### src/rtl/bsfr_pkg.sv
// Shared constants, codes and controller/datapath interface types of the frame receiver.
package bsfr_pkg;

  localparam int FRAME_LEN = 8;
  localparam int POS_W     = $clog2(FRAME_LEN);
  localparam int IDX_W     = 3;
  localparam logic [POS_W-1:0] LAST_POS = POS_W'(FRAME_LEN - 1);

  localparam logic [7:0] SYNC_BYTE  = 8'h55;
  localparam logic [7:0] ESC_BYTE   = 8'hDA;
  localparam logic [7:0] ESC_START  = 8'hDB;
  localparam logic [7:0] ESC_ESC    = 8'hDC;

  typedef enum logic [1:0] {
    ST_HUNT,
    ST_FRAME,
    ST_ESC,
    ST_DRAIN
  } state_t;

  typedef enum logic [1:0] {
    POS_HOLD,
    POS_ZERO,
    POS_ONE,
    POS_INC
  } pos_op_t;

  typedef enum logic [1:0] {
    WR_RAW,
    WR_START,
    WR_ESC
  } wr_sel_t;

  typedef struct packed {
    logic    wr_en;
    pos_op_t pos_op;
    wr_sel_t wr_sel;
    logic    drain_load;
    logic    drain_en;
  } cmd_t;

  typedef struct packed {
    logic at_last;
    logic start_ok;
    logic is_start;
    logic is_esc;
    logic is_esc_start;
    logic is_esc_esc;
    logic rd_last_issue;
  } status_t;

endpackage

### src/rtl/byte_stuffed_frame_receiver.sv
// Byte-stuffed fixed-length frame receiver: top level joining controller and datapath.
//
// Takes one received serial word per cycle while hunting or inside a frame, decodes
// the 0xDA escape pairs, and stores the frame in a FRAME_LEN-entry frame store. When
// the word at the last position arrives and position 0 holds the sync word, the
// FRAME_LEN-1 payload words are read out of the store one per cycle while the output
// register is free or not stalled, through its registered read port, in order, each
// with its payload index and a last flag on the final one. During that drain the input
// is stalled; words that do not complete a frame give no output. Input is taken again
// as soon as the last read is issued, while that word still waits in the output
// register. The frame store needs no clearing.
module byte_stuffed_frame_receiver (
  input  logic                       clk,
  input  logic                       rst_n,
  input  logic                       in_valid,
  output logic                       in_stall,
  input  logic [7:0]                 in_rx_byte,
  output logic                       out_valid,
  input  logic                       out_stall,
  output logic [7:0]                 out_payload_byte,
  output logic [bsfr_pkg::IDX_W-1:0] out_payload_index,
  output logic                       out_frame_last
);
  import bsfr_pkg::*;

  cmd_t    cmd;
  status_t status;

  // Parse and drain sequencing
  bsfr_ctrl u_ctrl (
    .clk      (clk),
    .rst_n    (rst_n),
    .in_valid (in_valid),
    .in_stall (in_stall),
    .status   (status),
    .cmd      (cmd)
  );

  // Frame storage and output word
  bsfr_datapath u_datapath (
    .clk               (clk),
    .rst_n             (rst_n),
    .in_rx_byte        (in_rx_byte),
    .cmd               (cmd),
    .status            (status),
    .out_stall         (out_stall),
    .out_valid         (out_valid),
    .out_payload_byte  (out_payload_byte),
    .out_payload_index (out_payload_index),
    .out_frame_last    (out_frame_last)
  );

endmodule

### src/rtl/bsfr_ctrl.sv
// Parse and drain controller of the frame receiver.
module bsfr_ctrl (
  input  logic              clk,
  input  logic              rst_n,
  input  logic              in_valid,
  output logic              in_stall,
  input  bsfr_pkg::status_t status,
  output bsfr_pkg::cmd_t    cmd
);
  import bsfr_pkg::*;

  state_t state_r;
  state_t state_nxt;
  logic   accept;

  // Hold off input words while the frame store drains
  assign in_stall = (state_r == ST_DRAIN);
  assign accept   = in_valid && !in_stall;

  // Advance state register
  always_ff @(posedge clk) begin
    if (!rst_n) begin
      state_r <= ST_HUNT;
    end else begin
      state_r <= state_nxt;
    end
  end

  // Next state
  always_comb begin
    state_nxt = state_r;
    case (state_r)
      ST_HUNT: begin
        if (accept) begin
          if (status.at_last) begin
            state_nxt = status.start_ok ? ST_DRAIN : ST_HUNT;
          end else if (status.is_start) begin
            state_nxt = ST_FRAME;
          end else begin
            state_nxt = ST_HUNT;
          end
        end
      end
      ST_FRAME: begin
        if (accept) begin
          if (status.at_last) begin
            state_nxt = status.start_ok ? ST_DRAIN : ST_HUNT;
          end else if (status.is_esc) begin
            state_nxt = ST_ESC;
          end
        end
      end
      ST_ESC: begin
        if (accept) begin
          if (status.at_last) begin
            state_nxt = status.start_ok ? ST_DRAIN : ST_HUNT;
          end else if (status.is_esc_start || status.is_esc_esc || status.is_start) begin
            state_nxt = ST_FRAME;
          end else begin
            state_nxt = ST_HUNT;
          end
        end
      end
      ST_DRAIN: begin
        if (status.rd_last_issue) begin
          state_nxt = ST_HUNT;
        end
      end
      default: begin
        state_nxt = ST_HUNT;
      end
    endcase
  end

  // Datapath commands
  always_comb begin
    cmd            = '0;
    cmd.pos_op     = POS_HOLD;
    cmd.wr_sel     = WR_RAW;
    cmd.wr_en      = accept;
    cmd.drain_en   = (state_r == ST_DRAIN);
    if (accept) begin
      if (status.at_last) begin
        cmd.pos_op     = POS_ZERO;
        cmd.drain_load = status.start_ok;
      end else begin
        case (state_r)
          ST_FRAME: begin
            if (status.is_esc) begin
              cmd.pos_op = POS_HOLD;
            end else if (status.is_start) begin
              cmd.pos_op = POS_ONE;
            end else begin
              cmd.pos_op = POS_INC;
            end
          end
          ST_ESC: begin
            if (status.is_esc_start) begin
              cmd.wr_sel = WR_START;
              cmd.pos_op = POS_INC;
            end else if (status.is_esc_esc) begin
              cmd.wr_sel = WR_ESC;
              cmd.pos_op = POS_INC;
            end else if (status.is_start) begin
              cmd.pos_op = POS_ONE;
            end else begin
              cmd.pos_op = POS_ZERO;
            end
          end
          default: begin
            cmd.pos_op = status.is_start ? POS_ONE : POS_ZERO;
          end
        endcase
      end
    end
  end

endmodule

### src/rtl/bsfr_datapath.sv
// Frame store, write position, drain pointer and output register of the frame receiver.
module bsfr_datapath (
  input  logic                         clk,
  input  logic                         rst_n,
  input  logic [7:0]                   in_rx_byte,
  input  bsfr_pkg::cmd_t               cmd,
  output bsfr_pkg::status_t            status,
  input  logic                         out_stall,
  output logic                         out_valid,
  output logic [7:0]                   out_payload_byte,
  output logic [bsfr_pkg::IDX_W-1:0]   out_payload_index,
  output logic                         out_frame_last
);
  import bsfr_pkg::*;

  logic [7:0]       store_r [FRAME_LEN];
  logic [POS_W-1:0] pos_r;
  logic [POS_W-1:0] pos_nxt;
  logic [POS_W-1:0] rd_ptr_r;
  logic [POS_W-1:0] rd_ptr_nxt;
  logic [POS_W-1:0] rd_k;
  logic             start_ok_r;
  logic [7:0]       wdata;
  logic             adv;
  logic             out_valid_r;
  logic [7:0]       out_byte_r;
  logic [IDX_W-1:0] out_index_r;
  logic             out_last_r;

  // Classify the incoming word
  always_comb begin
    status               = '0;
    status.at_last       = (pos_r == LAST_POS);
    status.start_ok      = start_ok_r;
    status.is_start      = (in_rx_byte == SYNC_BYTE);
    status.is_esc        = (in_rx_byte == ESC_BYTE);
    status.is_esc_start  = (in_rx_byte == ESC_START);
    status.is_esc_esc    = (in_rx_byte == ESC_ESC);
    status.rd_last_issue = adv && (rd_ptr_r == LAST_POS);
  end

  // Select the stored value: raw or decoded escape
  always_comb begin
    case (cmd.wr_sel)
      WR_START: wdata = SYNC_BYTE;
      WR_ESC:   wdata = ESC_BYTE;
      default:  wdata = in_rx_byte;
    endcase
  end

  // Next write position
  always_comb begin
    case (cmd.pos_op)
      POS_ZERO: pos_nxt = '0;
      POS_ONE:  pos_nxt = POS_W'(1);
      POS_INC:  pos_nxt = pos_r + POS_W'(1);
      default:  pos_nxt = pos_r;
    endcase
  end

  // Issue one store read per free output slot while draining
  assign adv        = cmd.drain_en && (!out_valid_r || !out_stall);
  assign rd_ptr_nxt = rd_ptr_r + POS_W'(1);
  assign rd_k       = rd_ptr_r - POS_W'(1);

  // Control registers
  always_ff @(posedge clk) begin
    if (!rst_n) begin
      pos_r       <= '0;
      rd_ptr_r    <= POS_W'(1);
      start_ok_r  <= 1'b0;
      out_valid_r <= 1'b0;
    end else begin
      if (cmd.wr_en) begin
        pos_r <= pos_nxt;
        if (pos_r == '0) begin
          start_ok_r <= (wdata == SYNC_BYTE);
        end
      end
      if (cmd.drain_load) begin
        rd_ptr_r <= POS_W'(1);
      end else if (adv) begin
        rd_ptr_r <= rd_ptr_nxt;
      end
      if (adv) begin
        out_valid_r <= 1'b1;
      end else if (!out_stall) begin
        out_valid_r <= 1'b0;
      end
    end
  end

  // Frame store write and registered read into the output word
  always_ff @(posedge clk) begin
    if (cmd.wr_en) begin
      store_r[pos_r] <= wdata;
    end
    if (adv) begin
      out_byte_r  <= store_r[rd_ptr_r];
      out_index_r <= IDX_W'(rd_k);
      out_last_r  <= (rd_ptr_r == LAST_POS);
    end
  end

  assign out_valid         = out_valid_r;
  assign out_payload_byte  = out_byte_r;
  assign out_payload_index = out_index_r;
  assign out_frame_last    = out_last_r;

`ifndef SYNTHESIS
  a_no_write_in_drain: assert property (@(posedge clk) disable iff (!rst_n)
    cmd.drain_en |-> !cmd.wr_en)
    else $error("frame store written while draining");

  a_pos_in_range: assert property (@(posedge clk) disable iff (!rst_n)
    pos_r <= LAST_POS)
    else $error("write position beyond frame");

  a_last_flagged: assert property (@(posedge clk) disable iff (!rst_n)
    (adv && (rd_ptr_r == LAST_POS)) |=> (out_valid_r && out_last_r))
    else $error("final payload word not flagged");

  a_drain_from_one: assert property (@(posedge clk) disable iff (!rst_n)
    cmd.drain_load |=> (rd_ptr_r == POS_W'(1)))
    else $error("drain pointer not restarted");
`endif

endmodule

### config.mk
export PLATFORM = sky130hd
export DESIGN_NAME = byte_stuffed_frame_receiver
export DESIGN_NICKNAME = d
export VERILOG_FILES = /design/src/rtl/bsfr_pkg.sv /design/src/rtl/byte_stuffed_frame_receiver.sv /design/src/rtl/bsfr_ctrl.sv /design/src/rtl/bsfr_datapath.sv
export SDC_FILE = /design/constraint.sdc
export NUM_CORES = 1
export LEC_CHECK = 0
export BUFFER_PORTS_ARGS = -buffer_cell sky130_fd_sc_hd__buf_4
export CAP_MARGIN = 20
export CORE_ASPECT_RATIO = 0.5
export CORE_MARGIN = 10
export CORE_UTILIZATION = 25
export CTS_BUF_LIST = sky130_fd_sc_hd__clkbuf_4
export DETAILED_ROUTE_END_ITERATION = 8
export GPL_TIMING_DRIVEN = 0
export SLEW_MARGIN = 20
export SYNTH_ARGS = -nofsm -noshare
export SYNTH_HDL_FRONTEND = slang
export SYNTH_SLANG_ARGS = --single-unit
### constraint.sdc
create_clock -name clk -period 5.34 [get_ports clk]
set_clock_uncertainty 0.15 [all_clocks]
set_input_delay 0.534 -clock clk [delete_from_list [all_inputs] [get_ports clk]]
set_output_delay 0.534 -clock clk [all_outputs]
set_load 0.02 [all_outputs]
==> results of run 1 <==
[placed cells by master, fill, tap and decap left out, drive strengths merged, types with 2 or more instances in the layout]
cell    instances
nor3            7
o31a            2
clkbuf         16
bufinv          3
nor2b           2
o21ai           2
a21boi          2
dfxtp          10
mux2            8
inv            14
nand4           3
nand2          24
ha             12
o31ai           2
and2            3
nand2b          8
edfxtp         76
a21oi           3
nand3           8
mux2i           5
o41ai           2
nor2           13
buf            29
mux4           16
[kinds of logic (layout without fill, tap and decap cells)]
kind of cell	Yosys count	in the layout	share of synthesized area (%)
buffers and inverters	21	63	2.395
AND/OR/NAND/NOR	75	75	10.11
XOR/XNOR	2	2	0.4594
flip-flops	86	86	65.09
adder cells (fa/ha/maj)	12	12	3.937
AO/OA/AOI/OAI	19	19	4.888
multiplexers	29	29	13.12
[cell type report]
cell class,count,area [um^2]
plain buffers,8,42.54
clock buffers,11,82.58
clock inverters,5,98.84
fillers,1421,10250
inverters,13,48.80
multi-input cells,137,1250
flip-flops and latches,86,2482
well taps,198,247.7
repair buffers,26,195.2
[metal layers]
layer / vias up / GRT usage (%)
met2: 32 / 11.97
met4: 0 / 2.948
met3: 10 / 1.710
met1: 1022 / 9.430
li1: 1002 / -
met5: - / 0
[worst max-delay path, cell delays in order (launching register included)]
cell	delay [ns]
dfxtp_1	0.40
ha_1	0.23
ha_1	0.29
nor2_1	0.31
nand3_1	0.11
nor3_1	0.26
ha_1	0.29
clkbuf_1	0.20
nand2b_1	0.31
nand2_1	0.08
nor3_1	0.24
nand4b_1	0.12
a21boi_0	0.15
[registers in the layout, summed over array words and instances (netlist names)]
register	count
u_datapath.store_r	64
u_datapath.out_payload_byte	8
u_datapath.out_payload_index	3
u_datapath.pos_r	3
u_datapath.rd_ptr_r	3
u_ctrl.state_r	2
u_datapath.out_frame_last	1
u_datapath.out_valid	1
u_datapath.start_ok_r	1
[Yosys cell counts, types with 2 or more instances]
library cell,number
o31ai_1,2
nor3_1,7
dfxtp_1,10
nor2b_1,2
nand4_1,3
and2_1,3
nand3_1,8
edfxtp_1,76
nand2_1,23
ha_1,12
a21oi_1,3
mux2_2,8
mux2i_1,5
nor2_1,13
clkbuf_1,5
nand2b_1,7
a21boi_0,2
inv_1,13
mux4_2,16
[stage by stage]
| step | total power [W] | utilization, % | cells | setup slack [ns] |
|---|---|---|---|---|
| after CTS | 0.001236 | 30.26 | 484 | 2.076 |
| final | 0.001228 | 30.26 | 484 | 2.141 |
| after global routing | 0.001267 | 30.26 | 484 | 1.805 |
| after detailed placement | 0.0007868 | 29.02 | 468 | 2.105 |
| after global placement | 0.0007853 | 28.90 | 467 | 2.163 |
| after floorplan | 0.0007690 | - | 244 | 2.656 |
[how the worst max path moves through the flow]
stage	start	to	slack [ns]
3_3_place_gp	u_datapath.pos_r[0]	u_datapath.start_ok_r	2.16
5_1_grt	u_datapath.pos_r[0]	u_datapath.start_ok_r	1.81
2_1_floorplan	u_ctrl.state_r[0]	u_datapath.start_ok_r	2.66
6_report	u_datapath.pos_r[0]	u_datapath.start_ok_r	2.14
4_1_cts	u_datapath.pos_r[0]	u_datapath.start_ok_r	2.08
3_5_place_dp	u_datapath.pos_r[0]	u_datapath.start_ok_r	2.11
[where the power goes]
group / switching (W) / internal (W)
clock: 0.000210 / 0.000246
combinational: 0.0000228 / 0.0000135
sequential: 0.00000114 / 0.000734
total: 0.000234 / 0.000994
==> metrics list, run 1 <==
- After detailed routing, no signal wire sits above met4.
* Final setup violation count: 0
- Once detail routing completed, the nets flagged for antenna violations numbered 0.
* CTS-repair resized insts: 0
- Ratio of cells with drive above 1 in the final layout: 27.97%
- Once the floorplan was initialized, standard cells occupied 25.94% of the core.
* Clock tree buffer depth: 2
- The worst path uses 59.90% of the clock period.
- Worst hold slack after final layout: 0.2246 ns
- Hold Crit Class: primary input to register
- Setup TNS Final: 0 ns
- TritonCTS clock tree: built
- Yosys mapped a number of flops with a built-in enable equal to 76.
- The number of antenna diodes in the final layout is 0.
- Nets in the synthesized netlist: 268
* Achievable clock frequency: 0.3126 GHz
- In this run the cell area measured after placement is 0.004267 mm^2.
- CTS saw 86 sinks.
- Setup slack on the worst reg-to-reg path comes out at 2.14 ns.
* DR vias: 2066
- Area Growth Syn to Fin: 16.63%
* Critical path fanouts, max: 10
- Setup repair after global routing left no endpoint under its margin.
* Proportion of netlist area held by the largest area contributor: 59.84%
- Post-CTS Setup Inserts: 0
- Clock input transition at the sequential cells of the worst setup and hold paths: 0.13 ns
- The flow ran to the end, and the final reports show no timing, DRC or antenna violations.
- Final number of max-transition violations: 0
* Detailed Routing Iterations Pass 1: 4
- Final Hold Fails: 0
* Origin of the critical flop-to-flop path: u_datapath.pos_r[0]
* Synthesized area per cell: 15.63 um^2
* Element type at the critical path start: register
- Avg WL per Cell: 15.43 um
- Average vias per placed instance: 4.269
- Worst slew margin relative to its limit: 34.21%
- Data arrival, critical path: 3.40 ns
- Standby leakage power: 1.563 nW
- The initial antenna violation count came to 0.
- During synthesis, Yosys emitted a total of 0 warnings.
- Fin crit period: 3.199 ns
- Start point of the worst hold path: out_stall
- Largest net degree at the start of global routing: 17
- Along the worst hold path, the cell count comes to 3.
- For this run, asynchronously set or reset flops after synthesis account for 0%.
- Routability-driven placement finished with a final weighted congestion of 0.7306.
* Nets: 305
- Global routing consumed, over all layers together, 7.392% of the routing resources.
- Count of pins on the block boundary: 26
* Total wirelength of the detailed-routed design: 7.469 mm
- Std cell rows: 31
- Netlist area before placement: 0.003814 mm^2
* DRT iter0 DRCs: 109
- Worst Max-Slew Pin Slew: 0.9832 ns
- For this design the ratio of total power to cell area is 276.0 mW/mm^2.
- Max-cap violations in this run came to 0.
* Unique cell type count in the Yosys netlist: 45
- Dominant synthesized flop cell: edfxtp_1
- For this run the aggregate overflow at the end of global routing stands at 0.
* Number of cells produced by synthesis: 244
* Die Footprint: 0.02089 mm^2
- The die is 194.7 um wide.
* Vias in the first global route: 2158
- The core region is 0.01470 mm^2.
* H-tree Lvls: 3
- Max VDD drop: 0.00008344 V
- In this run, CTS created clock tree buffers numbering 9.
- CTS root buf: clkbuf_4
- Final Cell Area: 0.004448 mm^2
- The worst register-to-register path has a depth of 12.
- The worst register-to-register path ends at u_datapath.start_ok_r.
* WP data required: 5.55 ns
- The first global-routing pass estimated 11.98 mm of wire.
* Worst-Skew Late Latency: 0.42 ns
* Seq/Total Area, Yosys: 65.09%
* Crit Path Category: register to register
- DRC violations left: 0
- Detailed-routed wire length on met2: 3.532 mm
- Of all cell types, the one taking the most synthesized area is edfxtp_1.
- CTS Hold Buffers Added: 0
- Detail Route met3 WL: 249 um
- Summed over all nets, the half-perimeter wirelength after detailed placement is 5.205 mm.
- The path with the worst hold slack has its endpoint at u_datapath.out_valid.
- Met1 layer wirelength in the final routing: 3.580 mm
- Measured along the y axis, the die boundary spans 107.3 um.
- Number of buffers added on ports: 25
- Number of flip-flops and latches in the synthesized netlist: 86
* Synth top area cells: edfxtp_1 (60%), mux4_2 (9.4%), dfxtp_1 (5.2%)
- Setup crit end kind: register
(Power assumes the default switching activity.)
==> inputs of run 2 (changes only) <==
==> constraint.sdc (replaced) <==
create_clock -name clk -period 3.18 [get_ports clk]
set_clock_uncertainty 0.15 [all_clocks]
set_input_delay 0.318 -clock clk [delete_from_list [all_inputs] [get_ports clk]]
set_output_delay 0.318 -clock clk [all_outputs]
set_load 0.02 [all_outputs]
==> run 2 against run 1 <==
  * Routed wire length grew 0.15%
  * Design area grew 0.79%
  * Core utilization grew 0.24 points
  * Final cell count grew 0.21%
  * Sequential power grew 67%
  * Register-to-register slack lost 1.9 ns
  * Maximum frequency grew 10%
  * Critical path depth shrank 1
  * Hold slack lost 0.059 ns
  * Flip-flop and latch count is the same
  * Critical path type unchanged
==> metrics list, run 2 (synthesized netlist as in run 1, its figures left out) <==
- The endpoint identified for the worst register-to-register timing path is u_datapath.start_ok_r.
- For the worst setup path, the data required time is 3.39 ns.
- Ratio of cells with drive above 1 in the final layout: 29.97%
* Final Hold Fails: 0
* Slowest cell on crit path: dfxtp_1
- Using the TritonRoute via totals, the vias-per-cell ratio works out to 4.249.
* Critical path fanouts, max: 10
* Global route overflow: 0
- The initial antenna violation count is 0.
- Clock tree buffer depth: 2
- Cell-by-cell listing of the critical path: ha_1 > ha_1 > nor2_4 > nand3_1 > nor3_2 > ha_1 > clkbuf_1 > nand2b_1 > nand2_1 > nand4b_1 > a21boi_0
- Count of pins on the block boundary: 26
- The worst setup path is captured at a register.
* Total CTS buffers: 9
- Setup repair after global routing left no endpoint under its margin.
- In this run the most critical hold path is launched from rst_n.
- For this block, the initial DRC count from the detailed router was 94.
- The register with the most flip-flops in the layout has 64 of them.
* Avg WL per Cell: 15.42 um
- Fin crit period: 2.904 ns
* Area Growth Syn to Fin: 17.55%
- During placement, the flow inserted port buffers numbering 25.
- In this run the worst hold path is classified as primary input to register.
- At the pin with the least slew margin, the transition time is 0.9830 ns.
- Die Span X: 194.7 um
- Detailed routing placed a total of 3.564 mm of wire on met2.
- Status: finished clean
* Element type at the critical path start: register
- Across all register-to-register paths, the minimum setup slack is 0.28 ns.
- The worst hold path terminates at u_ctrl.state_r[0].
* Data arrival, critical path: 3.11 ns
* Total wirelength of the detailed-routed design: 7.480 mm
- The first global-routing pass estimated 11.99 mm of wire.
- Peak per-stage delay on the critical path: 0.40 ns
- The number of buffers and inverters on the critical path is 1.
- Global Route Usage Sum: 7.398%
* Clock input transition at the sequential cells of the worst setup and hold paths: 0.13 ns
* TritonCTS clock tree: built
* Gpl congestion: 0.7306
- The tree is rooted in a clkbuf_4.
- Standby leakage power: 1.575 nW
* Die height: 107.3 um
- The clock reaches the later pin of the worst-skew pair after 0.42 ns.
- Final cell utilization of the core: 30.50%
* Largest net degree at the start of global routing: 17
- Nets: 306
- Post-route non-filler standard cell count: 485
- The floorplan has 31 rows.
- Counting instances, the worst hold path has a depth of 5.
- DRC violations left: 0
* Number of placed instances with taps included: 468
- By startpoint and endpoint, the worst setup path is classified as register to register.
- Cell type with the highest occurrence count on the critical path: ha_1
- Across all hold checks on the routed design, the worst slack comes to 0.1658 ns.
* Top layer in use: met4
- Antenna Diode Count: 0
- H-tree Lvls: 3
- The number of pins with negative max-slew slack in the final report came to 0.
- Number of cells on the worst reg-to-reg path: 11
- For the final routed database, the setup TNS stands at 0 ns.
* Met1 layer wirelength in the final routing: 3.560 mm
- Detailed Routing Iterations Pass 1: 4
- Commonest non-fill, non-tap cell in the layout: edfxtp_1
* Worst slew margin relative to its limit: 34.22%
- Timing analysis after detailed placement gives a worst setup slack of -0.05465 ns.
- Final critical-path share of the clock period: 91.31%
- Vias in the first global route: 2161
* Fin worst setup slack: 0.2763 ns
* Max VDD drop: 0.0001401 V
- Die Footprint: 0.02089 mm^2
- CTS sink cnt: 86
- After floorplanning, the core was sized to cover 0.01470 mm^2.
- Ranked by flip-flop count, first place goes to u_datapath.store_r.
- Initial Utilization: 25.94%
* DR vias: 2061
* Post-CTS Setup Inserts: 0
* Commonest cells after routing, fill and taps aside: edfxtp_1 (76), buf_4 (27), nand2_1 (22), mux4_2 (16), inv_1 (13)
- Final setup violation count: 0
- Origin of the critical flop-to-flop path: u_datapath.pos_r[0]
- Cell family with the largest share of critical-path delay: simple AND/OR/NAND/NOR gates
- Maximum Capacitance Violations: 0
- Achievable clock frequency: 0.3444 GHz
* Detail Route met3 WL: 249 um
- DRT antenna net count: 0
- Detailed placement finished with a half-perimeter wire length of 5.205 mm.
* Power Dens Cells: 460.5 mW/mm^2
-- run 2: changes by cell type in the layout (fill, tap and decap cells not counted), sizes merged --
cell	change
dlygate4sd3	+1
-- run 2: through the flow --
step                instance area [um^2]  total power [W]
floorplan                           3814         0.001291
global placement                    4249         0.001319
detailed placement                  4267         0.001321
CTS                                 4463         0.002077
global route                        4483         0.002130
finish                              4483         0.002064
-- run 2: worst max-delay path by stage --
stage	start	endpoint	slack, ns	cells past startpoint
2_1_floorplan	u_ctrl.state_r[0]	u_datapath.start_ok_r	0.50	12
3_3_place_gp	u_datapath.pos_r[0]	u_datapath.start_ok_r	0.003	12
3_5_place_dp	u_datapath.pos_r[0]	u_datapath.start_ok_r	-0.05	12
4_1_cts	u_datapath.pos_r[0]	u_datapath.start_ok_r	0.004	12
5_1_grt	u_datapath.pos_r[0]	u_datapath.start_ok_r	0.02	11
6_report	u_datapath.pos_r[0]	u_datapath.start_ok_r	0.28	11
-- run 2: worst register-to-register path, cell delays in order (launching register included) --
cell and delay (ns):
dfxtp_1 0.40, ha_1 0.23, ha_1 0.31, nor2_4 0.20, nand3_1 0.11, nor3_2 0.20, ha_1 0.27, clkbuf_1 0.22
nand2b_1 0.21, nand2_1 0.28, nand4b_1 0.13, a21boi_0 0.15
-- run 2: power by group --
group | switching (W) | internal, W
logic | 0.0000394 | 0.0000243
clock network | 0.000353 | 0.000414
registers | 0.00000193 | 0.00123
total | 0.000394 | 0.00167
-- run 2: routing by layer --
layer	global-route usage (%)	vias to the layer above
met3	1.710	10
met1	9.449	1016
li1	-	1003
met2	11.97	32
met4	2.948	0
met5	0	-
-- run 2: area by class of cell --
class / instances / area, um^2
tap: 198 / 247.7
inverter: 13 / 48.80
clock buffer: 11 / 82.58
buffer: 8 / 42.54
multi-input combinational: 137 / 1275
fill: 1423 / 10220
sequential: 86 / 2482
timing repair buffer: 27 / 205.2
clock inverter: 5 / 98.84
-- run 2: timing repair --
item                                    4_1_cts  5_1_grt
hold endpoints to repair                      1        0
hold buffers                                  1        0
gates cloned                                  0        0
resized for setup                             2        5
endpoints found under the setup margin        1        1
==> inputs of run 3 (changes only) <==
==> constraint.sdc (replaced) <==
create_clock -name clk -period 3.5 [get_ports clk]
set_clock_uncertainty 0.15 [all_clocks]
set_input_delay 0.35 -clock clk [delete_from_list [all_inputs] [get_ports clk]]
set_output_delay 0.35 -clock clk [all_outputs]
set_load 0.02 [all_outputs]
==> run 3 against run 2 <==
  * Register-to-register slack better by 0.098 ns
  * Worst setup slack improved by 0.098 ns
  * Core utilization fell by 0.20 points
  * Hold slack lost 0.12 ns
  * Via count up 1.3%
  * Routed wire length barely moved
  * Power decreased by 9.3%
  * Final cell count down 0.21%
  * Clock-buffer cell count unchanged
  * Die area did not move
  * Critical endpoint unchanged
  * Highest routed layer unchanged
==> metrics list, run 3 (synthesized netlist as in run 1, its figures left out) <==
- The flow ran to the end, and the final reports show no timing, DRC or antenna violations.
- Peak per-stage delay on the critical path: 0.40 ns
* DRC violations left: 0
* H-tree Lvls: 3
- Setup TNS Final: 0 ns
* Post-route non-filler standard cell count: 484
* Cell type with the highest occurrence count on the critical path: ha_1
- STA puts the critical path data required time at 3.70 ns.
- Average vias per placed instance: 4.312
- Leaving out fill and tap cells, the most frequent cells in the layout are edfxtp_1 (76), buf_4 (27), nand2_1 (23), mux4_2 (16), inv_1 (13).
- Power Dens Cells: 420.6 mW/mm^2
* Core region area: 0.01470 mm^2
- Across every metal layer, demand over resource in global routing totals 7.392%.
- Global route overflow: 0
- Counting every sink on the clock net gives 86.
- In this run the most critical hold path is launched from out_stall.
* Cell-by-cell listing of the critical path: ha_1 > ha_1 > nor2_2 > nand3_1 > nor3_1 > ha_1 > clkbuf_1 > nand2_1 > nand2_1 > nor3_1 > nand4b_1 > a21boi_0
- Entering global routing, the biggest net connects 17 pins.
* CP Buf/Inv Count: 1
* Capturing point of the worst reg2reg path: u_datapath.start_ok_r
- In this run the remaining antenna-violating nets after routing total 0.
- Routability-driven placement finished with a final weighted congestion of 0.7306.
* Detail Placement HPWL: 5.205 mm
- Fill cell instance count of the final layout: 1420
- Clock input transition at the sequential cells of the worst setup and hold paths: 0.13 ns
- The startpoint identified for the worst register-to-register timing path is u_datapath.pos_r[0].
- CTS placed an instance of clkbuf_4 at the clock tree root.
* Hold Crit Class: primary input to register
- Number of placed instances with taps included: 468
- Of all nets on the critical path, the largest fanout is 10.
* Area of the multi-input gates: 0.001255 mm^2
- For this block, the initial DRC count from the detailed router was 107.
- Total wirelength of the detailed-routed design: 7.485 mm
- The number of hold violations in the final report was 0.
- The pre-antenna-repair detailed-routing pass consisted of 4 iterations.
* Vias in the first global route: 2158
- Worst-Skew Late Latency: 0.42 ns
* Number of cells on the worst reg-to-reg path: 12
- The number of antenna diodes in the final layout is 0.
- The number of hold buffers added after CTS was 0.
- Commonest non-fill, non-tap cell in the layout: edfxtp_1
- The worst path needs 3.126 ns of the cycle, external delays included.
* Worst slew margin relative to its limit: 34.14%
* Worst hold slack after final layout: 0.04193 ns
- The first global-routing pass estimated 11.98 mm of wire.
- For this block, the via count after detailed routing is 2087.
- Clock tree buffer depth: 2
- In this run the worst setup path begins at u_datapath.pos_r[0].
- For this run, the top clock speed supported by timing is 0.3199 GHz.
* Standby leakage power: 1.569 nW
* Slack of the worst reg-to-reg path: 0.37 ns
* Setup crit end kind: register
* Slowest cell on crit path: dfxtp_1
* Nets: 305
* Final number of max-transition violations: 0
- Die height: 107.3 um
- Final critical-path share of the clock period: 89.31%
- Final Cell Area: 0.004453 mm^2
- IR analysis of the VDD net gives a maximum drop of 0.0001273 V.
- Antenna violations before repair: 0
- The die covers 0.02089 mm^2.
- Max-cap violations in this run came to 0.
- The register with the most flip-flops in the layout has 64 of them.
* Data arrival, critical path: 3.33 ns
- Crit Path Category: register to register
- Setup repair after global routing left no endpoint under its margin.
- Ratio of cells with drive above 1 in the final layout: 28.67%
- Port buffering added 25 buffers.
* Reg with most FFs: u_datapath.store_r
- Final cell utilization of the core: 30.29%
* Final setup violation count: 0
- Avg WL per Cell: 15.46 um
- From synthesis to final layout, the design area changed by 16.77%.
- For this configuration, the core starts out at a cell density of 25.94%.
* Worst Hold Path EP: u_datapath.out_valid
* Total CTS buffers: 9
- Die Span X: 194.7 um
- Cell family with the largest share of critical-path delay: simple AND/OR/NAND/NOR gates
- For the pin with the worst max-slew slack, the measured transition is 0.9843 ns.
- TritonCTS clock tree: built
* Std cell rows: 31
- Element type at the critical path start: register
- Count of pins on the block boundary: 26
- The worst hold path passes through 3 cells.
* DP Area: 0.004267 mm^2
- Sequential cell area in the final layout: 0.002482 mm^2
## run 3: worst max-delay path by stage
| stage | slack [ns] | depth (start not counted) | endpoint |
|---|---|---|---|
| 2_1_floorplan | 0.82 | 12 | u_datapath.start_ok_r |
| 3_3_place_gp | 0.32 | 12 | u_datapath.start_ok_r |
| 3_5_place_dp | 0.27 | 12 | u_datapath.start_ok_r |
| 4_1_cts | 0.24 | 12 | u_datapath.start_ok_r |
| 5_1_grt | 0.05 | 12 | u_datapath.start_ok_r |
| 6_report | 0.37 | 12 | u_datapath.start_ok_r |
## run 3: through the flow
stage	setup WS, ns	total power, W
5_1_grt	0.05138	0.001933
3_5_place_dp	0.2653	0.001200
3_3_place_gp	0.3229	0.001198
2_1_floorplan	0.8163	0.001173
4_1_cts	0.2364	0.001886
6_report	0.3741	0.001873
## run 3: cell type report
class | instances | area share, %
clock inverter | 5 | 2.220
timing repair buffer | 26 | 4.383
inverter | 13 | 1.096
buffer | 8 | 0.9553
tap | 198 | 5.563
clock buffer | 11 | 1.854
sequential | 86 | 55.75
multi-input combinational | 137 | 28.18
## run 3: timing repair
item / in CTS / in global routing
buffers inserted: 0 / 0
gates resized for setup: 0 / 2
endpoints found under the setup margin: 0 / 1
endpoints found under the hold margin: 0 / 0
## run 3: layer usage
metal | global-route usage (%) | wire length, um | vias to the layer above
met5 | 0 | 0 | -
met4 | 2.948 | 107 | 0
met3 | 1.710 | 251 | 10
met2 | 11.97 | 3549 | 34
met1 | 9.430 | 3578 | 1040
li1 | - | - | 1003
## run 3: worst min-delay path, cell delays in order
cell     delay [ns]
buf_4          0.08
a21oi_1        0.05
nor2b_1        0.09
## run 3: report_power, final
| group | total [W] | switching [W] | internal [W] |
|---|---|---|---|
| clock | 0.000696 | 0.000320 | 0.000376 |
| sequential | 0.00112 | 0.00000175 | 0.00112 |
| combinational | 0.0000557 | 0.0000349 | 0.0000209 |
